<file path="src/rtl/hlfr_pkg.sv">
// shared types and constants of the header/length frame receiver
package hlfr_pkg;

    // fixed field widths
    localparam int unsigned BYTE_W      = 8;
    localparam int unsigned RELOAD_W    = 16;
    localparam int unsigned DONE_SLOT_W = 4;
    localparam int unsigned CFG_IDX_W   = 1;
    localparam int unsigned LEN_W       = BYTE_W + 1;

    // position of the length byte inside a frame
    localparam int unsigned LEN_POS = 2;

    // register reset values
    localparam logic [BYTE_W-1:0]   HEADER_RESET = 8'hAA;
    localparam logic [RELOAD_W-1:0] RELOAD_RESET = 16'hFB7F;

    // configuration register indexes
    typedef enum logic [CFG_IDX_W-1:0] {
        CFG_HEADER_BYTE    = 1'b0,
        CFG_TIMEOUT_RELOAD = 1'b1
    } cfg_idx_t;

    // one classified byte waiting in the queue
    typedef struct packed {
        logic [BYTE_W-1:0] rx_byte;
        logic              hdr_match;
    } item_t;

    // one result item
    typedef struct packed {
        logic                   frame_done;
        logic [DONE_SLOT_W-1:0] done_slot;
        logic                   timer_start;
        logic [RELOAD_W-1:0]    timer_load;
        logic                   timer_stop;
        logic                   bad_header;
        logic                   overflow;
    } result_t;

    // back end sequencer states
    typedef enum logic [1:0] {
        ST_IDLE,
        ST_EXEC,
        ST_CLEAR
    } back_state_t;

endpackage

</file>
<file path="src/rtl/hlfr_queue.sv">
// two-entry queue between the front and back ends
module hlfr_queue (
    input  logic             aclk,
    input  logic             aresetn,
    input  logic             push,
    input  hlfr_pkg::item_t  push_item,
    output logic             full,
    input  logic             pop,
    output logic             not_empty,
    output hlfr_pkg::item_t  head_item
);

    hlfr_pkg::item_t entry_reg [2];
    logic       wr_ptr_reg;
    logic       wr_ptr_next;
    logic       rd_ptr_reg;
    logic       rd_ptr_next;
    logic [1:0] count_reg;
    logic [1:0] count_next;

    // pointer and fill count update
    always_comb begin
        wr_ptr_next = wr_ptr_reg ^ push;
        rd_ptr_next = rd_ptr_reg ^ pop;
        count_next  = count_reg + {1'b0, push} - {1'b0, pop};
    end

    always_ff @(posedge aclk) begin
        if (!aresetn) begin
            wr_ptr_reg <= 1'b0;
            rd_ptr_reg <= 1'b0;
            count_reg  <= 2'd0;
        end else begin
            wr_ptr_reg <= wr_ptr_next;
            rd_ptr_reg <= rd_ptr_next;
            count_reg  <= count_next;
        end
    end

    // entry storage
    always_ff @(posedge aclk) begin
        if (push) begin
            entry_reg[wr_ptr_reg] <= push_item;
        end
    end

    assign full      = count_reg[1];
    assign not_empty = (count_reg != 2'd0);
    assign head_item = entry_reg[rd_ptr_reg];

endmodule

</file>
<file path="src/rtl/hlfr_front.sv">
// front end: takes received bytes and tags header matches
module hlfr_front (
    input  logic                          s_valid,
    output logic                          s_ready,
    input  logic [hlfr_pkg::BYTE_W-1:0]   s_rx_byte,
    input  logic [hlfr_pkg::BYTE_W-1:0]   header_byte,
    input  logic                          q_full,
    output logic                          q_push,
    output hlfr_pkg::item_t               q_item
);

    // accept while the queue has room
    assign s_ready = !q_full;
    assign q_push  = s_valid && !q_full;

    // classify against the header register
    always_comb begin
        q_item.rx_byte   = s_rx_byte;
        q_item.hdr_match = (s_rx_byte == header_byte);
    end

endmodule

</file>
<file path="src/rtl/hlfr_back.sv">
// back end: frame state, slot buffer memory and result register
module hlfr_back #(
    parameter int unsigned SLOT_COUNT = 10,
    parameter int unsigned SLOT_BYTES = 16
) (
    input  logic                            aclk,
    input  logic                            aresetn,
    input  logic                            q_not_empty,
    input  hlfr_pkg::item_t                 q_item,
    output logic                            q_pop,
    input  logic [hlfr_pkg::RELOAD_W-1:0]   timeout_reload,
    output logic                            out_valid,
    input  logic                            out_ready,
    output hlfr_pkg::result_t               out_result
);

    localparam int unsigned SLOT_W = (SLOT_COUNT > 1) ? $clog2(SLOT_COUNT) : 1;
    localparam int unsigned POS_W  = $clog2(SLOT_BYTES);
    localparam int unsigned DEPTH  = SLOT_COUNT * SLOT_BYTES;
    localparam int unsigned ADDR_W = $clog2(DEPTH);
    localparam int unsigned LEN_W  = hlfr_pkg::LEN_W;
    localparam logic [LEN_W-1:0]  LAST_MAX  = LEN_W'(SLOT_BYTES - 1);
    localparam logic [SLOT_W-1:0] SLOT_LAST = SLOT_W'(SLOT_COUNT - 1);
    localparam logic [POS_W-1:0]  POS_LEN   = POS_W'(hlfr_pkg::LEN_POS);
    localparam logic [ADDR_W-1:0] MEM_LAST  = ADDR_W'(DEPTH - 1);
    localparam logic [ADDR_W-1:0] SLOT_TAIL = ADDR_W'(SLOT_BYTES - 1);

    // slot buffers
    logic [hlfr_pkg::BYTE_W-1:0] mem [DEPTH];

    hlfr_pkg::back_state_t state_reg;
    hlfr_pkg::back_state_t state_next;

    logic [SLOT_W-1:0]           write_slot_reg;
    logic [SLOT_W-1:0]           write_slot_next;
    logic [POS_W-1:0]            byte_pos_reg;
    logic [POS_W-1:0]            byte_pos_next;
    logic                        in_frame_reg;
    logic                        in_frame_next;
    logic [ADDR_W-1:0]           clr_addr_reg;
    logic [ADDR_W-1:0]           clr_addr_next;
    logic [ADDR_W-1:0]           clr_last_reg;
    logic [ADDR_W-1:0]           clr_last_next;
    hlfr_pkg::item_t             item_reg;
    logic [hlfr_pkg::BYTE_W-1:0] len_rd_reg;
    logic                        out_valid_reg;
    logic                        out_valid_next;
    hlfr_pkg::result_t           out_result_reg;
    hlfr_pkg::result_t           res_next;

    logic [ADDR_W-1:0]           slot_base;
    logic [ADDR_W-1:0]           rd_addr;
    logic [ADDR_W-1:0]           wr_addr;
    logic                        wr_en;
    logic [hlfr_pkg::BYTE_W-1:0] wr_data;
    logic                        frame_active;
    logic [hlfr_pkg::BYTE_W-1:0] len_byte;
    logic [LEN_W-1:0]            last_pos;
    logic [LEN_W-1:0]            pos_ext;
    logic                        len_too_long;
    logic                        frame_end;

    // buffer addressing within the current slot
    assign slot_base = ADDR_W'(write_slot_reg * SLOT_BYTES);
    assign rd_addr   = slot_base + ADDR_W'(hlfr_pkg::LEN_POS);

    // frame decisions for the byte in hand
    always_comb begin
        frame_active = (byte_pos_reg == '0) ? item_reg.hdr_match : in_frame_reg;
        len_byte     = (byte_pos_reg == POS_LEN) ? item_reg.rx_byte : len_rd_reg;
        last_pos     = {1'b0, len_byte} + LEN_W'(hlfr_pkg::LEN_POS);
        pos_ext      = LEN_W'(byte_pos_reg);
        len_too_long = (byte_pos_reg == POS_LEN) && (last_pos > LAST_MAX);
        frame_end    = (byte_pos_reg >= POS_LEN) && (pos_ext == last_pos);
    end

    // sequencer: pop and read length byte, update state and result, clear buffers
    always_comb begin
        state_next      = state_reg;
        q_pop           = 1'b0;
        write_slot_next = write_slot_reg;
        byte_pos_next   = byte_pos_reg;
        in_frame_next   = in_frame_reg;
        clr_addr_next   = clr_addr_reg;
        clr_last_next   = clr_last_reg;
        out_valid_next  = out_valid_reg && !out_ready;
        wr_en           = 1'b0;
        wr_addr         = slot_base + ADDR_W'(byte_pos_reg);
        wr_data         = item_reg.rx_byte;
        res_next        = '0;
        unique case (state_reg)
            hlfr_pkg::ST_IDLE: begin
                if (q_not_empty && (!out_valid_reg || out_ready)) begin
                    q_pop      = 1'b1;
                    state_next = hlfr_pkg::ST_EXEC;
                end
            end
            hlfr_pkg::ST_EXEC: begin
                state_next     = hlfr_pkg::ST_IDLE;
                wr_en          = 1'b1;
                out_valid_next = 1'b1;
                // bad header clears the slot: byte 0 here, the rest one per cycle
                if (byte_pos_reg == '0) begin
                    if (item_reg.hdr_match) begin
                        res_next.timer_start = 1'b1;
                        res_next.timer_load  = timeout_reload;
                    end else begin
                        res_next.bad_header = 1'b1;
                        wr_data             = '0;
                        clr_addr_next       = slot_base + ADDR_W'(1);
                        clr_last_next       = slot_base + SLOT_TAIL;
                        state_next          = hlfr_pkg::ST_CLEAR;
                    end
                end
                in_frame_next = frame_active;
                if (frame_active) begin
                    priority if (len_too_long) begin
                        res_next.overflow   = 1'b1;
                        res_next.timer_stop = 1'b1;
                        in_frame_next       = 1'b0;
                        byte_pos_next       = '0;
                    end else if (frame_end) begin
                        res_next.frame_done = 1'b1;
                        res_next.done_slot  = hlfr_pkg::DONE_SLOT_W'(write_slot_reg);
                        res_next.timer_stop = 1'b1;
                        in_frame_next       = 1'b0;
                        byte_pos_next       = '0;
                        write_slot_next     = (write_slot_reg == SLOT_LAST) ? '0 :
                                              write_slot_reg + SLOT_W'(1);
                    end else begin
                        byte_pos_next = byte_pos_reg + POS_W'(1);
                    end
                end
            end
            hlfr_pkg::ST_CLEAR: begin
                // zero one buffer byte per cycle up to the end of the range
                wr_en   = 1'b1;
                wr_addr = clr_addr_reg;
                wr_data = '0;
                if (clr_addr_reg == clr_last_reg) begin
                    state_next = hlfr_pkg::ST_IDLE;
                end else begin
                    clr_addr_next = clr_addr_reg + ADDR_W'(1);
                end
            end
            default: begin
                state_next = hlfr_pkg::ST_IDLE;
            end
        endcase
    end

    // control state, reset starts a clearing pass over all buffers
    always_ff @(posedge aclk) begin
        if (!aresetn) begin
            state_reg      <= hlfr_pkg::ST_CLEAR;
            write_slot_reg <= '0;
            byte_pos_reg   <= '0;
            in_frame_reg   <= 1'b0;
            clr_addr_reg   <= '0;
            clr_last_reg   <= MEM_LAST;
            out_valid_reg  <= 1'b0;
        end else begin
            state_reg      <= state_next;
            write_slot_reg <= write_slot_next;
            byte_pos_reg   <= byte_pos_next;
            in_frame_reg   <= in_frame_next;
            clr_addr_reg   <= clr_addr_next;
            clr_last_reg   <= clr_last_next;
            out_valid_reg  <= out_valid_next;
        end
    end

    // item and result payload
    always_ff @(posedge aclk) begin
        if (q_pop) begin
            item_reg <= q_item;
        end
        if (state_reg == hlfr_pkg::ST_EXEC) begin
            out_result_reg <= res_next;
        end
    end

    // slot buffer: registered read of the length byte, one write port
    always_ff @(posedge aclk) begin
        if (q_pop) begin
            len_rd_reg <= mem[rd_addr];
        end
        if (wr_en) begin
            mem[wr_addr] <= wr_data;
        end
    end

    assign out_valid  = out_valid_reg;
    assign out_result = out_result_reg;

endmodule

</file>
<file path="src/rtl/header_length_frame_receiver.sv">
// top level of the header/length frame receiver
//
// Receives one serial byte per transfer and stores it into a ring of
// SLOT_COUNT buffers of SLOT_BYTES bytes. A frame starts with a byte equal
// to header_byte (the result then asks the timeout timer to start with
// timeout_reload), byte 2 holds the length L and the frame completes at
// position L+2; a length that would run past the slot gives overflow and the
// frame is dropped. A byte at position 0 that is not the header clears the
// whole slot. Every input byte yields exactly one result. Bytes enter a
// two-entry queue; the back end handles each byte in ST_IDLE, which pops it
// and reads the stored length byte, then in ST_EXEC, which updates the frame
// state and loads the result register. It takes a new byte only after it is
// through with the last one and while its result register is free or being
// taken. A bad header holds the back end in ST_CLEAR while it zeroes the
// rest of the slot. After reset the back end first zeroes all buffer bytes,
// SLOT_COUNT*SLOT_BYTES of them (160 with the default sizes), before it
// takes the first byte from the queue; the queue fills meanwhile and
// then holds off the input. Configuration writes are accepted at any cycle
// and must only be made while no byte is in flight.
module header_length_frame_receiver #(
    parameter int unsigned SLOT_COUNT = 10,
    parameter int unsigned SLOT_BYTES = 16
) (
    input  logic                                 aclk,
    input  logic                                 aresetn,
    input  logic                                 s_valid,
    output logic                                 s_ready,
    input  logic [hlfr_pkg::BYTE_W-1:0]          s_rx_byte,
    output logic                                 m_valid,
    input  logic                                 m_ready,
    output logic                                 m_frame_done,
    output logic [hlfr_pkg::DONE_SLOT_W-1:0]     m_done_slot,
    output logic                                 m_timer_start,
    output logic [hlfr_pkg::RELOAD_W-1:0]        m_timer_load,
    output logic                                 m_timer_stop,
    output logic                                 m_bad_header,
    output logic                                 m_overflow,
    input  logic                                 cfg_valid,
    output logic                                 cfg_ready,
    input  logic [hlfr_pkg::CFG_IDX_W-1:0]       cfg_index,
    input  logic [hlfr_pkg::RELOAD_W-1:0]        cfg_data
);

    logic [hlfr_pkg::BYTE_W-1:0]   header_byte_reg;
    logic [hlfr_pkg::RELOAD_W-1:0] timeout_reload_reg;
    logic                          q_full;
    logic                          q_push;
    logic                          q_pop;
    logic                          q_not_empty;
    hlfr_pkg::item_t               q_in_item;
    hlfr_pkg::item_t               q_head_item;
    hlfr_pkg::result_t             result;

    // configuration registers
    assign cfg_ready = 1'b1;

    always_ff @(posedge aclk) begin
        if (!aresetn) begin
            header_byte_reg    <= hlfr_pkg::HEADER_RESET;
            timeout_reload_reg <= hlfr_pkg::RELOAD_RESET;
        end else if (cfg_valid) begin
            unique case (hlfr_pkg::cfg_idx_t'(cfg_index))
                hlfr_pkg::CFG_HEADER_BYTE: begin
                    header_byte_reg <= cfg_data[hlfr_pkg::BYTE_W-1:0];
                end
                hlfr_pkg::CFG_TIMEOUT_RELOAD: begin
                    timeout_reload_reg <= cfg_data;
                end
                default: begin
                end
            endcase
        end
    end

    // front end
    hlfr_front u_front (
        .s_valid     (s_valid),
        .s_ready     (s_ready),
        .s_rx_byte   (s_rx_byte),
        .header_byte (header_byte_reg),
        .q_full      (q_full),
        .q_push      (q_push),
        .q_item      (q_in_item)
    );

    // queue between front and back
    hlfr_queue u_queue (
        .aclk      (aclk),
        .aresetn   (aresetn),
        .push      (q_push),
        .push_item (q_in_item),
        .full      (q_full),
        .pop       (q_pop),
        .not_empty (q_not_empty),
        .head_item (q_head_item)
    );

    // back end
    hlfr_back #(
        .SLOT_COUNT (SLOT_COUNT),
        .SLOT_BYTES (SLOT_BYTES)
    ) u_back (
        .aclk           (aclk),
        .aresetn        (aresetn),
        .q_not_empty    (q_not_empty),
        .q_item         (q_head_item),
        .q_pop          (q_pop),
        .timeout_reload (timeout_reload_reg),
        .out_valid      (m_valid),
        .out_ready      (m_ready),
        .out_result     (result)
    );

    // result ports
    assign m_frame_done  = result.frame_done;
    assign m_done_slot   = result.done_slot;
    assign m_timer_start = result.timer_start;
    assign m_timer_load  = result.timer_load;
    assign m_timer_stop  = result.timer_stop;
    assign m_bad_header  = result.bad_header;
    assign m_overflow    = result.overflow;

    // a completed frame is never also dropped
    a_done_not_ovf: assert property (@(posedge aclk) disable iff (!aresetn)
        m_valid |-> !(m_frame_done && m_overflow))
        else $error("frame_done and overflow in one result");

    // a frame start cannot end the frame on the same byte
    a_start_not_stop: assert property (@(posedge aclk) disable iff (!aresetn)
        (m_valid && m_timer_start) |-> (!m_timer_stop && !m_bad_header))
        else $error("timer_start with timer_stop or bad_header");

    // queue never pops when empty
    a_pop_nonempty: assert property (@(posedge aclk) disable iff (!aresetn)
        q_pop |-> q_not_empty)
        else $error("pop from empty queue");

endmodule
</file>
<file path="config.mk">
export PLATFORM = sky130hd
export DESIGN_NAME = header_length_frame_receiver
export DESIGN_NICKNAME = d
export VERILOG_FILES = /design/src/rtl/hlfr_pkg.sv /design/src/rtl/hlfr_queue.sv /design/src/rtl/hlfr_front.sv /design/src/rtl/hlfr_back.sv /design/src/rtl/header_length_frame_receiver.sv
export SDC_FILE = /design/constraint.sdc
export NUM_CORES = 1
export LEC_CHECK = 0
export BUFFER_PORTS_ARGS = -buffer_cell sky130_fd_sc_hd__buf_2
export CAP_MARGIN = 40
export CORE_MARGIN = 2
export CORE_UTILIZATION = 54
export CTS_CLUSTER_SIZE = 25
export DETAILED_ROUTE_END_ITERATION = 16
export PLACE_DENSITY = 0.78
export SYNTH_ARGS = -nofsm -noshare
export SYNTH_HDL_FRONTEND = slang
export SYNTH_SLANG_ARGS = --single-unit
export TNS_END_PERCENT = 30
</file>
<file path="constraint.sdc">
create_clock -name aclk -period 3.3 [get_ports aclk]
set_clock_uncertainty 0.2 [all_clocks]
set_input_delay 0.165 -clock aclk [delete_from_list [all_inputs] [get_ports aclk]]
set_output_delay 0.165 -clock aclk [all_outputs]
set_load 0.01 [all_outputs]
</file>
==> metrics <==
Slew Limit Fails=0; CTS tree=built; 1st-pass router iterations=7; clock buffer count from CTS=17; min Tclk post-route=3.205 ns; Clk pin slew, worst setup/hold paths=0.07 ns; grt ovf=0; leading cell type in the layout, fill and taps excluded=edfxtp_1; Total GRT Usage=21.46%; hold crit path type=in2reg; Peak Freq=312.1 MHz; CP Class=reg2reg; Routed Antenna Nets=0; Worst setup EP type=register; nets@finish=797; core footprint=about 15,000 um^2; worst skew pair latency=0.43 ns; main flop type after synthesis=edfxtp_1; largest net degree at the start of global routing=43; DR vias=5,525; WL/cell=17.67 um; FILL cells=just over 1,000; gpl congestion=0.9103; multi-input logic area=approximately 2800 um^2; Starting Density=54.78%; met2 usage=36.36%; I/O Buffers=56; root buf cell=clkbuf_16; Fin Setup TNS=0 ns; Crit Path Max Fanout=6; Yosys Warn Count=0; cells on worst reg2reg path=12; Worst Setup Start Kind=register; Synth Instances=657; die width=127.5 um; share of cells above drive strength 1=20.73%; Detailed Place HPWL=11,200 um; part of the Yosys area used for sequential elements=63.69%; Avg Cell Area, Syn=12.53 um^2; Post-Syn Area=8235 um^2; post-synthesis async set-or-reset flop share=0%; cell count of the worst hold path=4; outcome=finished clean; Post-Route WL=~17,000 um; # clock sinks=192; Design Power=approximately 5.4 mW; first-pass GRT wire length=26,940 um; final setup margin=roughly 0.095 ns; EDFF count, synth=140; Iteration-0 DRC Markers=between 500 and 600; # diodes=0; reg2reg start=u_back.byte_pos_reg[0]; worst reg-to-reg setup slack=0.1 ns; crit path DAT=3.32 ns; max-cap viol count=0; num ports=58; count of cell types in the netlist=56; synthesized net count=700; required time of the worst setup path=3.42 ns; Hold Crit Start=cfg_valid; period utilization=97.11%; maximum vdd drop=around 0.0004 V; Synth Register Bits=192; Top Usage Layer GRT=met2; PwrDens=556.4 nW/um^2; Vias/cell=5.785; Hold Path End=header_byte_reg[2]; initial antenna violation count=0; CTS H-tree lvls=4; Layout area overhead=18.31%; slew margin rel.=44.97%; endpoints failing setup=0; Final Hold Viols=0; cell row count=45; die height=around 130 um; pre-CTS WS=around 0.025 ns; met3 Usage GRT=4.564%; Leakage=between 3 and 4 nW; R2R Path End=u_back.write_slot_reg[2]; worst slew pin tran=0.8254 ns; area of the die=about 16,000 um^2; number of global-route vias before repair=around 5,400; most frequent cells in the layout=edfxtp_1, nand2_1, buf_2; Residual DRC=0; max reg flops=80; register area=around 5200 um^2; grt met1 use=26.97%; Clock Tree Buf Depth=2
## cells by family after synthesis
group,share of synthesized area (%)
flip-flops,63.69
adder cells (fa/ha/maj),1.975
other,0.04554
AND/OR/NAND/NOR,15.82
multiplexers,6.244
XOR/XNOR,2.233
AO/OA/AOI/OAI,7.232
buffers and inverters,2.765
## synth_stat cells, types with 5 or more instances
library cell / n / area, um^2
dfxtp_1: 52 / 1041
mux4_2: 16 / 360.4
and3_1: 6 / 37.54
nor2b_1: 25 / 156.4
a21boi_0: 13 / 97.59
nor2_1: 16 / 60.06
xnor2_1: 11 / 96.34
edfxtp_1: 140 / 4204
a211oi_1: 10 / 75.07
nand2_1: 101 / 379.1
ha_1: 13 / 162.7
o21ai_0: 14 / 70.07
a21oi_1: 8 / 40.04
nor3_1: 10 / 50.05
xor2_1: 10 / 87.58
nand3_1: 35 / 175.2
clkbuf_1: 30 / 112.6
inv_1: 20 / 75.07
a31oi_1: 12 / 75.07
and2_1: 29 / 181.4
nand4_1: 7 / 43.79
or3_1: 5 / 31.28
mux2_2: 11 / 123.9
## critical path, cell delays in order, from the launching register on
cell,delay [ns]
dfxtp_2,0.32
inv_2,0.07
ha_4,0.13
nor3b_4,0.25
mux2_4,0.24
ha_4,0.17
inv_1,0.08
a311o_1,0.32
o31ai_2,0.23
nand4_1,0.17
or3_4,0.42
or3_4,0.37
mux2i_1,0.12
## metrics by stage
stage / area [um^2] / utilization, % / cells / hold slack [ns]
2_1_floorplan: 8282 / - / 657 / 0.06387
6_report: 9743 / 64.81 / 955 / 0.05748
4_1_cts: 9684 / 64.42 / 951 / 0.02626
5_1_grt: 9743 / 64.81 / 955 / 0.07398
3_5_place_dp: 8850 / 58.87 / 892 / 0.1816
3_3_place_gp: 8850 / 58.87 / 892 / 0.1758
## layout make-up
| class | instances | share of cell area (%) |
|---|---|---|
| Clock buffer | 21 | 4.841 |
| Clock inverter | 11 | 0.9375 |
| Inverter | 20 | 0.7705 |
| Multi-Input combinational cell | 408 | 29.05 |
| Sequential cell | 192 | 53.87 |
| Tap cell | 188 | 2.414 |
| Timing Repair Buffer | 115 | 8.116 |
## per-layer routing
layer  up-vias  part of all wire [%]  wire length, um
li1       2590                     -                -
met1      2692                    42             7065
met2       203                    51             8554
met3        40                   4.9              835
met4         0                   2.5              421
met5         -                     0                0
## power by group
part / switching (mW) / internal (mW)
sequential: 0.0654 / 2.77
combinational: 0.380 / 0.256
clock: 0.894 / 1.05
total: 1.34 / 4.08
## worst max path at each step
| stage | start | slack (ns) | cells after the start | endpoint |
|---|---|---|---|---|
| after CTS | u_back.byte_pos_reg[0] | 0.008 | 13 | u_back.write_slot_reg[2] |
| after detailed placement | u_back.byte_pos_reg[0] | 0.02 | 13 | u_back.write_slot_reg[1] |
| after global routing | u_back.byte_pos_reg[0] | -0.06 | 12 | u_back.write_slot_reg[2] |
| after floorplan | u_back.byte_pos_reg[0] | 0.007 | 14 | u_back.write_slot_reg[2] |
| after global placement | u_back.byte_pos_reg[0] | 0.11 | 13 | u_back.write_slot_reg[2] |
| final | u_back.byte_pos_reg[0] | 0.1 | 12 | u_back.write_slot_reg[2] |
## timing repair
action	in CTS	in global routing
resized for setup	1	7
endpoints found under the setup margin	1	12
cloned	0	0
setup buffers	0	4
pin swaps	0	4
hold buffers	27	0
endpoints found under the hold margin	51	0
No activity file was read; power rests on OpenSTA's default activity.
